### src/rtl/core/kcms_pkg.sv
`default_nettype none
// ----------------------------------------------------------------------------
// kcms_pkg
// Shared types, character constants and controller/datapath signal groups
// for the least-frequent k-mer seed selector.
// ----------------------------------------------------------------------------
package kcms_pkg;

   localparam logic [7:0] CHAR_C = 8'h43;
   localparam logic [7:0] CHAR_G = 8'h47;
   localparam logic [7:0] CHAR_T = 8'h54;

   localparam logic [1:0] CODE_A = 2'd0;
   localparam logic [1:0] CODE_C = 2'd1;
   localparam logic [1:0] CODE_G = 2'd2;
   localparam logic [1:0] CODE_T = 2'd3;

   localparam logic FUNC_COUNT = 1'b0;
   localparam logic FUNC_QUERY = 1'b1;

   localparam int POSITION_WIDTH = 16;
   localparam int COUNT_WIDTH    = 32;

   typedef struct packed {
      logic       func;
      logic [7:0] base;
      logic       first;
      logic       last;
   } req_type;

   typedef struct packed {
      logic                      found;
      logic [POSITION_WIDTH-1:0] min_position;
      logic [COUNT_WIDTH-1:0]    min_count;
   } rsp_type;

   // Controller to datapath
   typedef struct packed {
      logic clear_step;
      logic take;
      logic exec;
   } cmd_type;

   // Datapath to controller
   typedef struct packed {
      logic clear_last;
      logic emit_needed;
      logic rsp_blocked;
   } sts_type;

   function automatic logic [1:0] base_code(input logic [7:0] ch);
      logic [1:0] code;
      case (ch)
         CHAR_C:  code = CODE_C;
         CHAR_G:  code = CODE_G;
         CHAR_T:  code = CODE_T;
         default: code = CODE_A;
      endcase
      return code;
   endfunction

endpackage
`default_nettype wire

### src/rtl/core/kcms_ctrl.sv
`default_nettype none
// ----------------------------------------------------------------------------
// kcms_ctrl
// Sequencer: table clearing pass after reset, then accept one character,
// execute it against the count table, and return for the next.
// ----------------------------------------------------------------------------
module kcms_ctrl
   import kcms_pkg::*;
(
   input  wire      clock,
   input  wire      reset,
   input  wire      req_valid,
   output logic     req_stall,
   input  sts_type  sts,
   output cmd_type  cmd
);

   typedef enum logic [2:0] {
      S_CLEAR = 3'b001,
      S_IDLE  = 3'b010,
      S_EXEC  = 3'b100
   } state_type;

   state_type state_ff;
   state_type state_in;

   always_comb begin
      state_in       = state_ff;
      cmd.clear_step = 1'b0;
      cmd.take       = 1'b0;
      cmd.exec       = 1'b0;
      req_stall      = 1'b1;
      case (state_ff)
         S_CLEAR: begin
            cmd.clear_step = 1'b1;
            if (sts.clear_last) begin
               state_in = S_IDLE;
            end
         end
         S_IDLE: begin
            req_stall = 1'b0;
            if (req_valid) begin
               cmd.take = 1'b1;
               state_in = S_EXEC;
            end
         end
         S_EXEC: begin
            // hold while a result is due and the output register is still full
            if (!(sts.emit_needed && sts.rsp_blocked)) begin
               cmd.exec = 1'b1;
               state_in = S_IDLE;
            end
         end
         default: begin
            state_in = S_CLEAR;
         end
      endcase
   end

   always_ff @(posedge clock) begin
      if (reset) begin
         state_ff <= S_CLEAR;
      end else begin
         state_ff <= state_in;
      end
   end

endmodule
`default_nettype wire

### config.mk
export PLATFORM = sky130hd
export DESIGN_NAME = kcms_ctrl
export DESIGN_NICKNAME = d
export VERILOG_FILES = /design/src/rtl/core/kcms_pkg.sv /design/src/rtl/core/kcms_ctrl.sv
export SDC_FILE = /design/constraint.sdc
export NUM_CORES = 1
export LEC_CHECK = 0
export BUFFER_PORTS_ARGS = -buffer_cell sky130_fd_sc_hd__buf_4
export CAP_MARGIN = 15
export CORE_AREA = 5 5 42 44
export CTS_CLUSTER_SIZE = 30
export DETAILED_ROUTE_END_ITERATION = 7
export DIE_AREA = 0 0 47 49
export GPL_ROUTABILITY_DRIVEN = 0
export PLACE_DENSITY_LB_ADDON = 0.3
export SYNTH_ARGS = -nofsm -noshare
export SYNTH_HDL_FRONTEND = slang
export SYNTH_SLANG_ARGS = --single-unit
### constraint.sdc
create_clock -name clock -period 2.1 [get_ports clock]
set_clock_uncertainty 0.1 [all_clocks]
set_input_delay 0.21 -clock clock [delete_from_list [all_inputs] [get_ports clock]]
set_output_delay 0.21 -clock clock [all_outputs]
set_load 0.05 [all_outputs]
==> out/summary.md, run 1 <==
Worst setup path
• **Critical Setup Path Class** flop to output port
• **Worst setup EP type** output port
• **worst setup path startpoint** state_ff[1]
• **Arrival @ worst endpoint** 1360 ps
• **launch instance of the worst register-to-register path** state_ff[0]
• **length in cells of the worst reg-to-reg path** 3
• **required time of the critical path** 1790 ps
• **cell breakdown of the critical path** nor3b_2, inv_1, nor2_1, buf_4
• **maximum cell stage delay along the critical path** 410 ps
• **end of the worst register-to-register path** state_ff[2]
• **slowest cell on the critical path** sky130_fd_sc_hd__dfxtp_1
• **largest fanout on the critical path** 7
• **end of the critical path** cmd[1]
• **Worst setup SP type** flop
• **Worst R2R Setup Slack** 730 ps

Logic synthesis
• **portion of the post-synthesis area used by sequential elements** 32.7%
• **leading cell types by total area after synthesis** sky130_fd_sc_hd__dfxtp_1 33%, sky130_fd_sc_hd__a2111oi_2 8.2%, sky130_fd_sc_hd__nor2_1 8.2%, sky130_fd_sc_hd__nor3b_2 6.8%, sky130_fd_sc_hd__inv_1 6.1%
• **Yosys top cell by area** sky130_fd_sc_hd__dfxtp_1
• **count of state elements after synthesis** 3
• **netlist area before placement** 184 um2
• **count of mapped cells out of synthesis** 23
• **Synthesis Warnings** 0
• **number of unique standard cell types used by synthesis** 16
• **mean area per synthesized cell** 8.00 um2
• **net count after synthesis** 29
• **area share of the leading cell type in the synthesized netlist** 32.7%

Routing
• **post-DR wirelength/cell** 9.19 um
• **first-pass iteration count of the detailed router** 2
• **via count normalized by instance count** 3.87
• **via count of the routed design** 201
• **Routed Antenna Nets** 0
• **number of design rule violations left after detail routing** 0
• **detailed-route wire length** 478 um
• **violation count after the first detailed-routing iteration** 1

Timing
• **period utilisation layout** 79.6%
• **Final Max Tran Viols** 0
• **number of setup violations in the final report** 0
• **Highest Clock Rate** 598 MHz
• **number of hold violations in the final report** 0
• **post-route worst hold slack** 61.6 ps
• **unrepaired setup endpoints after global routing** false
• **worst slew margin relative to its limit** 79.1%
• **final setup margin** 428 ps
• **setup TNS** 0 ps
• **crit path time final** 1670 ps
• **transition time at the pin with the least slew margin** 312 ps

Layout
• **Area Overhead vs Synth** 61.9%
• **largest registers ranked by flip-flop count** state_ff (3)
• **Final Non-Filler Cells** 52
• **fin util** 21.3%
• **Top reg by flops** state_ff
• **Inserted Diodes** 0
• **highest-count cells in the layout ignoring fill and taps** 9 x sky130_fd_sc_hd__buf_4, 4 x sky130_fd_sc_hd__nor2_1, 3 x sky130_fd_sc_hd__inv_1, 3 x sky130_fd_sc_hd__clkbuf_4, 3 x sky130_fd_sc_hd__dfxtp_1
• **proportion of layout cells with a drive suffix above 1** 38.9%
• **commonest non-fill, non-tap cell in the layout** sky130_fd_sc_hd__buf_4
• **max FFs per register** 3
• **number of nets in the layout** 43
• **final cell area excluding filler cells** 298 um2

GRT
• **global-route usage over all layers** 5.28%
• **met1 demand-to-capacity share in global routing** 6.36%
• **met3 Usage GRT** 5.54%
• **met2 Resource Use GR** 5.66%
• **global-route congestion overflow total** 0
• **maximum number of pins on one net before global-route repair** 8
• **antenna violations before repair** 0
• **first-pass GRT wire length** 800 um
• **number of global-route vias before repair** 198
• **layer carrying the most global-route usage** met1

Placed design
• **Port Buffers** 9
• **Place WS** 679 ps
• **cell count after placement** 48
• **instance area at placement** 272 um2

Die
• **initial core utilization** 13.1%
• **boundary pin count** 10
• **Die Outline Area** 2300 um2
• **standard-cell row count** 14
• **Core Area** 1400 um2
• **width of the chip** 47 um
• **floorplan die height** 49 um

Power and ir drop
• **peak ir drop on the vdd network** 0.288 mV
• **static leakage** 0.138 nW
• **total power after layout** 228 uW
• **power density over the cells** 765 nW/um2

Clock tree
• **clock slew at reported path FFs** 40 ps
• **H-tree levels** 1
• **clock buffer count from CTS** 3
• **hold bufs inserted after CTS** 0
• **count of clock tree sinks** 3
• **buffer type at the clock tree root** sky130_fd_sc_hd__clkbuf_4
• **TritonCTS clock tree** yes
• **Clk Latency, worst-skew pair** 230 ps
• **Resize count post-CTS** 0
• **# Post-CTS Setup Buffers** 0
• **Longest Clk Path Bufs** 2

Outcome
• **result of the run** complete, no violations

Run
• **Max Cap Viol** 0

Worst hold path
• **kind of path behind the tightest hold check** primary input to flop

==> routing by layer <==
metal  vias up  routed length [um]
met4         0                   0
met1        86                 255
li1        105                   -
met3         0                  43
met2        10                 179
met5         -                   0
==> synth_stat cells <==
| master | n |
|---|---|
| sky130_fd_sc_hd__nor2_1 | 4 |
| sky130_fd_sc_hd__dfxtp_1 | 3 |
| sky130_fd_sc_hd__inv_1 | 3 |
| sky130_fd_sc_hd__a2111oi_2 | 1 |
| sky130_fd_sc_hd__a211oi_1 | 1 |
| sky130_fd_sc_hd__a21oi_1 | 1 |
| sky130_fd_sc_hd__a2bb2oi_1 | 1 |
| sky130_fd_sc_hd__nand2_1 | 1 |
| sky130_fd_sc_hd__nand2b_1 | 1 |
| sky130_fd_sc_hd__nand3_1 | 1 |
| sky130_fd_sc_hd__nand3b_1 | 1 |
| sky130_fd_sc_hd__nor3_1 | 1 |
| sky130_fd_sc_hd__nor3b_2 | 1 |
| sky130_fd_sc_hd__o21bai_1 | 1 |
| sky130_fd_sc_hd__or2b_1 | 1 |
| sky130_fd_sc_hd__or3_1 | 1 |
==> how the worst min path moves through the flow <==
stage,startpoint,endpoint,cells after the start
after floorplan,reset,state_ff[1],1
final,reset,state_ff[1],2
after CTS,reset,state_ff[1],2
after global placement,reset,state_ff[1],2
after global routing,reset,state_ff[2],2
after detailed placement,reset,state_ff[1],2
==> power by group <==
group / internal (mW) / switching (mW) / leakage, nW
clock network: 0.0712 / 0.0301 / 0.0150
registers: 0.0623 / 0.00684 / 0.0247
logic: 0.0245 / 0.0329 / 0.0985
==> area by class of cell <==
type,count,area [um2]
Fill cell,167,1100
Multi-Input combinational cell,17,113
Timing Repair Buffer,9,67.6
Sequential cell,3,60.1
Clock buffer,4,26.3
Tap cell,16,20.0
Inverter,3,11.3
==> critical path: cells and delay by family, from the launching register on <==
family	cells	cell delay, ps
buf+inv	2	340
flops	1	410
simple gates	2	380
==> kinds of logic (layout without fill, tap and decap cells) <==
group | after synthesis | count (layout) | share of synthesized area (%)
AOI/OAI and AO/OA | 5 | 5 | 23.8
and+or+nand+nor | 12 | 12 | 37.4
buffers and inverters | 3 | 16 | 6.12
DFF | 3 | 3 | 32.7
No activity file was read; power rests on OpenSTA's default activity.
==> inputs of run 2 (changes only) <==
==> constraint.sdc (replaced) <==
create_clock -name clock -period 1.4 [get_ports clock]
set_clock_uncertainty 0.1 [all_clocks]
set_input_delay 0.14 -clock clock [delete_from_list [all_inputs] [get_ports clock]]
set_output_delay 0.14 -clock clock [all_outputs]
set_load 0.05 [all_outputs]
==> run 2 against run 1 <==
Net effect:
- the run now ends with setup timing left
- critical endpoint is now cmd[2]
- clock power grew 58%
- combinational power grew 130%
- worst hold slack gained 110 ps
- cell area grew 44%
- critical path type unchanged
==> out/summary.md, run 2 (same netlist as run 1, synthesis figures left out) <==
Outcome
• **result of the run** complete, but fails checks
• **violated checks** setup timing

Worst setup path
• **Arrival @ worst endpoint** 1170 ps, -190 ps
• **required time of the critical path** 1160 ps, -630 ps
• **worst setup path startpoint** state_ff[0]
• **length in cells of the worst reg-to-reg path** 3, unchanged
• **Worst setup EP type** output port
• **largest fanout on the critical path** 5, -2
• **Worst setup SP type** flop
• **launch instance of the worst register-to-register path** state_ff[0]
• **Critical Setup Path Class** flop to output port

GRT
• **maximum number of pins on one net before global-route repair** 6, -2
• **antenna violations before repair** 0, unchanged
• **number of global-route vias before repair** 221, +12%
• **global-route congestion overflow total** 0, unchanged
• **first-pass GRT wire length** 834 um, +4.3%
• **global-route usage over all layers** 5.35%, +0.074 points

Timing
• **number of hold violations in the final report** 0, unchanged
• **transition time at the pin with the least slew margin** 462 ps, +150 ps
• **crit path time final** 1410 ps
• **post-route worst hold slack** 175 ps, +113 ps
• **number of setup violations in the final report** 1, +1
• **Highest Clock Rate** 708 MHz
• **period utilisation layout** 101%
• **setup TNS** -13.1 ps, -13.1 ps
• **worst slew margin relative to its limit** 69.0%, -10 points
• **unrepaired setup endpoints after global routing** true
• **final setup margin** -13.1 ps, -441 ps
• **Final Max Tran Viols** 0, unchanged

Worst hold path
• **Hold Startpoint** req_valid
• **depth of the worst hold-timing path** 3, +1
• **kind of path behind the tightest hold check** primary input to flop

Routing
• **first-pass iteration count of the detailed router** 3, +1
• **Routed Antenna Nets** 0, unchanged
• **via count of the routed design** 240, +19%
• **number of design rule violations left after detail routing** 0, unchanged
• **detailed-route wire length** 613 um, +28%
• **via count normalized by instance count** 4.00, +3.5%
• **post-DR wirelength/cell** 10.2 um, +11%
• **violation count after the first detailed-routing iteration** 4, +3

Layout
• **Area Overhead vs Synth** 133%
• **Final Non-Filler Cells** 60, +15%
• **max FFs per register** 3, unchanged
• **commonest non-fill, non-tap cell in the layout** sky130_fd_sc_hd__buf_4
• **Inserted Diodes** 0, unchanged
• **final cell area excluding filler cells** 428 um2, +44%
• **number of nets in the layout** 51, +19%
• **proportion of layout cells with a drive suffix above 1** 68.2%, +29 points
• **Sequential cell area** 68.8 um2, +15%
• **highest-count cells in the layout ignoring fill and taps** 13 x sky130_fd_sc_hd__buf_4, 3 x sky130_fd_sc_hd__clkbuf_4
• **largest registers ranked by flip-flop count** state_ff (3)
• **filler cell count in the final layout** 161, -3.6%
• **fin util** 30.5%, +9.3 points
• **area occupied by multi-input gates** 156 um2, +39%
• **Top reg by flops** state_ff

Die
• **floorplan die height** 49 um, unchanged
• **initial core utilization** 13.1%, unchanged
• **Die Outline Area** 2300 um2, unchanged
• **standard-cell row count** 14, unchanged
• **Core Area** 1400 um2, unchanged
• **width of the chip** 47 um, unchanged
• **boundary pin count** 10, unchanged

Power and ir drop
• **Switching Fraction** 32.8%, +2.1 points
• **power share of the combinational group** 33.2%, +8.0 points
• **internal power component** 263 uW, +66%
• **clock network fraction of total power** 40.8%, -3.7 points
• **Flop pwr share** 25.9%, -4.4 points
• **total net switching power** 128 uW, +84%
• **power density over the cells** 914 nW/um2, +20%
• **peak ir drop on the vdd network** 0.262 mV, -9.2%
• **static leakage** 0.180 nW, +30%

Clock tree
• **buffer type at the clock tree root** sky130_fd_sc_hd__clkbuf_4
• **TritonCTS clock tree** yes
• **clock buffer count from CTS** 3, unchanged
• **clock slew at reported path FFs** 40 ps, about the same
• **H-tree levels** 1, unchanged
• **Clk Latency, worst-skew pair** 240 ps, about the same
• **count of clock tree sinks** 3, unchanged
• **Longest Clk Path Bufs** 2, unchanged

Placed design
• **detailed placer's ending HPWL** 404 um
• **cell count after placement** 50, +4.2%
• **instance area at placement** 294 um2, +8.3%
• **Port Buffers** 9, unchanged

Run
• **Max Cap Viol** 0, unchanged

[run 2: cell types whose count changed in the layout (fill, tap and decap cells not counted), moves of 2 or more]
cell,before,now
sky130_fd_sc_hd__inv_1,3,1
sky130_fd_sc_hd__dfxtp_4,0,2
sky130_fd_sc_hd__nor2_4,0,2
sky130_fd_sc_hd__buf_6,0,2
sky130_fd_sc_hd__dfxtp_1,3,0
sky130_fd_sc_hd__inv_2,0,2
sky130_fd_sc_hd__nor2_1,4,2
sky130_fd_sc_hd__buf_4,9,13
[run 2: through the flow]
| stage | power [mW] | setup slack (ps) |
|---|---|---|
| floorplan | 0.163 | -112 |
| global placement | 0.203 | 48.6 |
| detailed placement | 0.202 | 47.8 |
| CTS | 0.369 | -28.3 |
| global route | 0.404 | -35.8 |
| finish | 0.391 | -13.1 |
[run 2: power groups by stage]
| stage | Combinational, mW | Clock, mW | Sequential, mW |
|---|---|---|---|
| 6_report | 0.130 | 0.160 | 0.101 |
| 5_1_grt | 0.138 | 0.165 | 0.102 |
| 2_1_floorplan | 0.0603 | 0 | 0.102 |
| 4_1_cts | 0.108 | 0.161 | 0.101 |
| 3_5_place_dp | 0.101 | 0 | 0.101 |
| 3_3_place_gp | 0.102 | 0 | 0.101 |
[run 2: cell type report]
class	instances	area share (%)
inverters	3	2.63
clock buffers	4	6.14
flip-flops and latches	3	16.1
repair buffers	17	33.9
well taps	16	4.68
multi-input cells	17	36.5
[run 2: worst max-delay path: stages, from the launching register on]
cell	delay [ps]
sky130_fd_sc_hd__dfxtp_4	360
sky130_fd_sc_hd__or2b_1	260
sky130_fd_sc_hd__nor2_1	140
sky130_fd_sc_hd__buf_6	170
[run 2: worst paths after layout]
kind | end | slack [ps]
min | state_ff[2] | 170
max reg2reg | state_ff[2] | 50
min reg2reg | state_ff[2] | 460
max | cmd[2] | -10
[run 2: repair_timing]
| item | 4_1_cts | 5_1_grt |
|---|---|---|
| setup endpoints to repair | 4 | 4 |
| hold endpoints to repair | 2 | 0 |
| gates resized for setup | 4 | 13 |
| pin swaps | 1 | 4 |
| buffers inserted | 1 | 4 |
| hold buffers | 1 | 0 |
[run 2: routing by layer]
layer | GRT usage (%) | up-vias | share of wire (%)
met5 | 0 | - | 0
met4 | 5.53 | 0 | 3.4
met3 | 2.21 | 2 | 8.0
met2 | 7.47 | 11 | 49
met1 | 5.49 | 106 | 39
li1 | - | 121 | -
==> inputs of run 3 (changes only) <==
--- a/config.mk
+++ b/config.mk
@@ -13,6 +13,7 @@
 export DIE_AREA = 0 0 47 49
 export GPL_ROUTABILITY_DRIVEN = 0
 export PLACE_DENSITY_LB_ADDON = 0.3
+export SETUP_SLACK_MARGIN = 0.3
 export SYNTH_ARGS = -nofsm -noshare
 export SYNTH_HDL_FRONTEND = slang
 export SYNTH_SLANG_ARGS = --single-unit
==> run 3 against run 2 <==
Net effect:
- the run still ends with setup timing left
- cell area increased by 7.9%
- final cell count down 1.7%
- maximum frequency decreased by 2.5%
- clock power shrank 6%
- count of clock-buffer cells in the layout unchanged
- highest routed layer is now met3
==> out/summary.md, run 3 (same netlist as run 1, synthesis figures left out) <==
Outcome
• **result of the run** complete, but fails checks
• **violated checks** setup timing

Layout
• **Final Non-Filler Cells** 59, -1.7%
• **number of nets in the layout** 50, -2.0%
• **highest-count cells in the layout ignoring fill and taps** 8 x sky130_fd_sc_hd__buf_6, 6 x sky130_fd_sc_hd__buf_4, 3 x sky130_fd_sc_hd__clkbuf_4, 3 x sky130_fd_sc_hd__dfxtp_2
• **proportion of layout cells with a drive suffix above 1** 74.4%, +6.2 points
• **max FFs per register** 3, unchanged
• **largest registers ranked by flip-flop count** state_ff (3)
• **commonest non-fill, non-tap cell in the layout** sky130_fd_sc_hd__buf_6
• **Area Overhead vs Synth** 151%
• **fin util** 32.9%, +2.4 points
• **Top reg by flops** state_ff
• **Inserted Diodes** 0, unchanged
• **filler cell count in the final layout** 152, -5.6%
• **final cell area excluding filler cells** 462 um2, +7.9%

Worst setup path
• **slowest cell on the critical path** sky130_fd_sc_hd__dfxtp_2
• **maximum cell stage delay along the critical path** 320 ps, -40 ps
• **Most common cell on crit path** sky130_fd_sc_hd__buf_6
• **cell breakdown of the critical path** buf_6, nor3b_4, inv_2, nor2_4, buf_6
• **Worst setup EP type** output port
• **length in cells of the worst reg-to-reg path** 3, unchanged
• **largest fanout on the critical path** 4, -1
• **Worst setup SP type** flop
• **Arrival @ worst endpoint** 1210 ps, +40 ps
• **required time of the critical path** 1160 ps, about the same
• **Critical Setup Path Class** flop to output port

Die
• **initial core utilization** 13.1%, unchanged
• **standard-cell row count** 14, unchanged
• **boundary pin count** 10, unchanged
• **Core Area** 1400 um2, unchanged
• **floorplan die height** 49 um, unchanged
• **width of the chip** 47 um, unchanged
• **Die Outline Area** 2300 um2, unchanged

Timing
• **number of setup violations in the final report** 2, +1
• **unrepaired setup endpoints after global routing** true
• **number of hold violations in the final report** 0, unchanged
• **post-route worst hold slack** 170 ps, -4.98 ps
• **transition time at the pin with the least slew margin** 228 ps, -234 ps
• **Final Max Tran Viols** 0, unchanged
• **crit path time final** 1450 ps, +35.9 ps
• **final setup margin** -48.9 ps, -35.9 ps
• **Highest Clock Rate** 690 MHz, -2.5%
• **worst slew margin relative to its limit** 84.8%, +16 points
• **period utilisation layout** 103%, +2.6 points

Placed design
• **Port Buffers** 9, unchanged
• **Place WS** 57.1 ps, +9.27 ps
• **detailed placer's ending HPWL** 423 um, +4.6%
• **instance area at placement** 308 um2, +4.7%
• **cell count after placement** 51, +2.0%

GRT
• **first-pass GRT wire length** 1090 um, +31%
• **global-route congestion overflow total** 0, unchanged
• **number of global-route vias before repair** 279, +26%
• **maximum number of pins on one net before global-route repair** 6, unchanged
• **global-route usage over all layers** 6.76%, +1.4 points
• **antenna violations before repair** 0, unchanged

Routing
• **detailed-route wire length** 701 um, +14%
• **violation count after the first detailed-routing iteration** 10, +6
• **post-DR wirelength/cell** 11.9 um, +16%
• **Routed Antenna Nets** 0, unchanged
• **via count of the routed design** 246, +2.5%
• **number of design rule violations left after detail routing** 0, unchanged
• **first-pass iteration count of the detailed router** 4, +1
• **via count normalized by instance count** 4.17, +4.2%

Power and ir drop
• **peak ir drop on the vdd network** 0.533 mV, +100%
• **total net switching power** 133 uW, +4.0%
• **static leakage** 0.193 nW, +7.3%
• **internal power component** 287 uW, +9.2%
• **power share of the combinational group** 39.2%, +6.0 points
• **Flop pwr share** 25.0%, -0.9 points
• **clock network fraction of total power** 35.8%, -5.0 points
• **power density over the cells** 911 nW/um2, -0.38%
• **Switching Fraction** 31.7%, -1.1 points

Clock tree
• **clock slew at reported path FFs** 40 ps, about the same
• **TritonCTS clock tree** yes
• **count of clock tree sinks** 3, unchanged
• **Clk Latency, worst-skew pair** 230 ps, about the same
• **Longest Clk Path Bufs** 2, unchanged
• **clock buffer count from CTS** 3, unchanged
• **H-tree levels** 1, unchanged
• **buffer type at the clock tree root** sky130_fd_sc_hd__clkbuf_4

Worst hold path
• **kind of path behind the tightest hold check** primary input to flop
• **depth of the worst hold-timing path** 3, unchanged

Run
• **Max Cap Viol** 0, unchanged

## run 3: changes by cell type in the layout (fill, tap and decap cells not counted), sizes merged
| cell | change |
|---|---|
| buf | -1 |
## run 3: cell type report
type	count	area, um2	share of cell area [%]
tap	16	20.0	4.34
inverter	3	11.3	2.44
timing repair buffer	16	160	34.7
clock buffer	4	26.3	5.69
sequential	3	63.8	13.8
multi-input combinational	17	180	39.0
## run 3: stage by stage
step	TNS [ps]	power, mW
final	-76.6	0.421
after global routing	-293	0.451
after CTS	-90.7	0.409
after detailed placement	0	0.206
after global placement	0	0.206
after floorplan	-259	0.165
## run 3: metal layers
metal | vias up | wire length [um] | global-route usage (%) | share of wire (%)
li1 | 119 | - | - | -
met1 | 117 | 250 | 6.36 | 36
met2 | 10 | 380 | 10.2 | 54
met3 | 0 | 71 | 5.90 | 10
met4 | 0 | 0 | 2.76 | 0
met5 | - | 0 | 0 | 0
## run 3: what timing repair did
action,4_1_cts,5_1_grt
cloned,0,0
endpoints found under the setup margin,6,7
setup buffers,3,0
hold buffers,1,0
hold endpoints to repair,2,0
gates resized for setup,18,5
pin swaps,4,3
## run 3: worst max-delay path: cells and delay by family (launching register included)
family | cells | cell delay, ps
simple gates | 2 | 280
buf+inv | 3 | 360
flops | 1 | 320
## run 3: final timing paths
| check | slack (ps) | start | to |
|---|---|---|---|
| setup / recovery | -50 | state_ff[2] | cmd[1] |
| hold / removal | 170 | req_valid | state_ff[2] |
| setup reg to reg | 0 | state_ff[0] | state_ff[2] |
| hold reg to reg | 480 | state_ff[1] | state_ff[2] |
## run 3: power by group through the flow
stage / logic, mW / registers, mW / clock network, mW
6_report: 0.165 / 0.105 / 0.151
5_1_grt: 0.173 / 0.106 / 0.172
4_1_cts: 0.150 / 0.103 / 0.155
3_5_place_dp: 0.104 / 0.102 / 0
3_3_place_gp: 0.105 / 0.102 / 0
2_1_floorplan: 0.0619 / 0.104 / 0
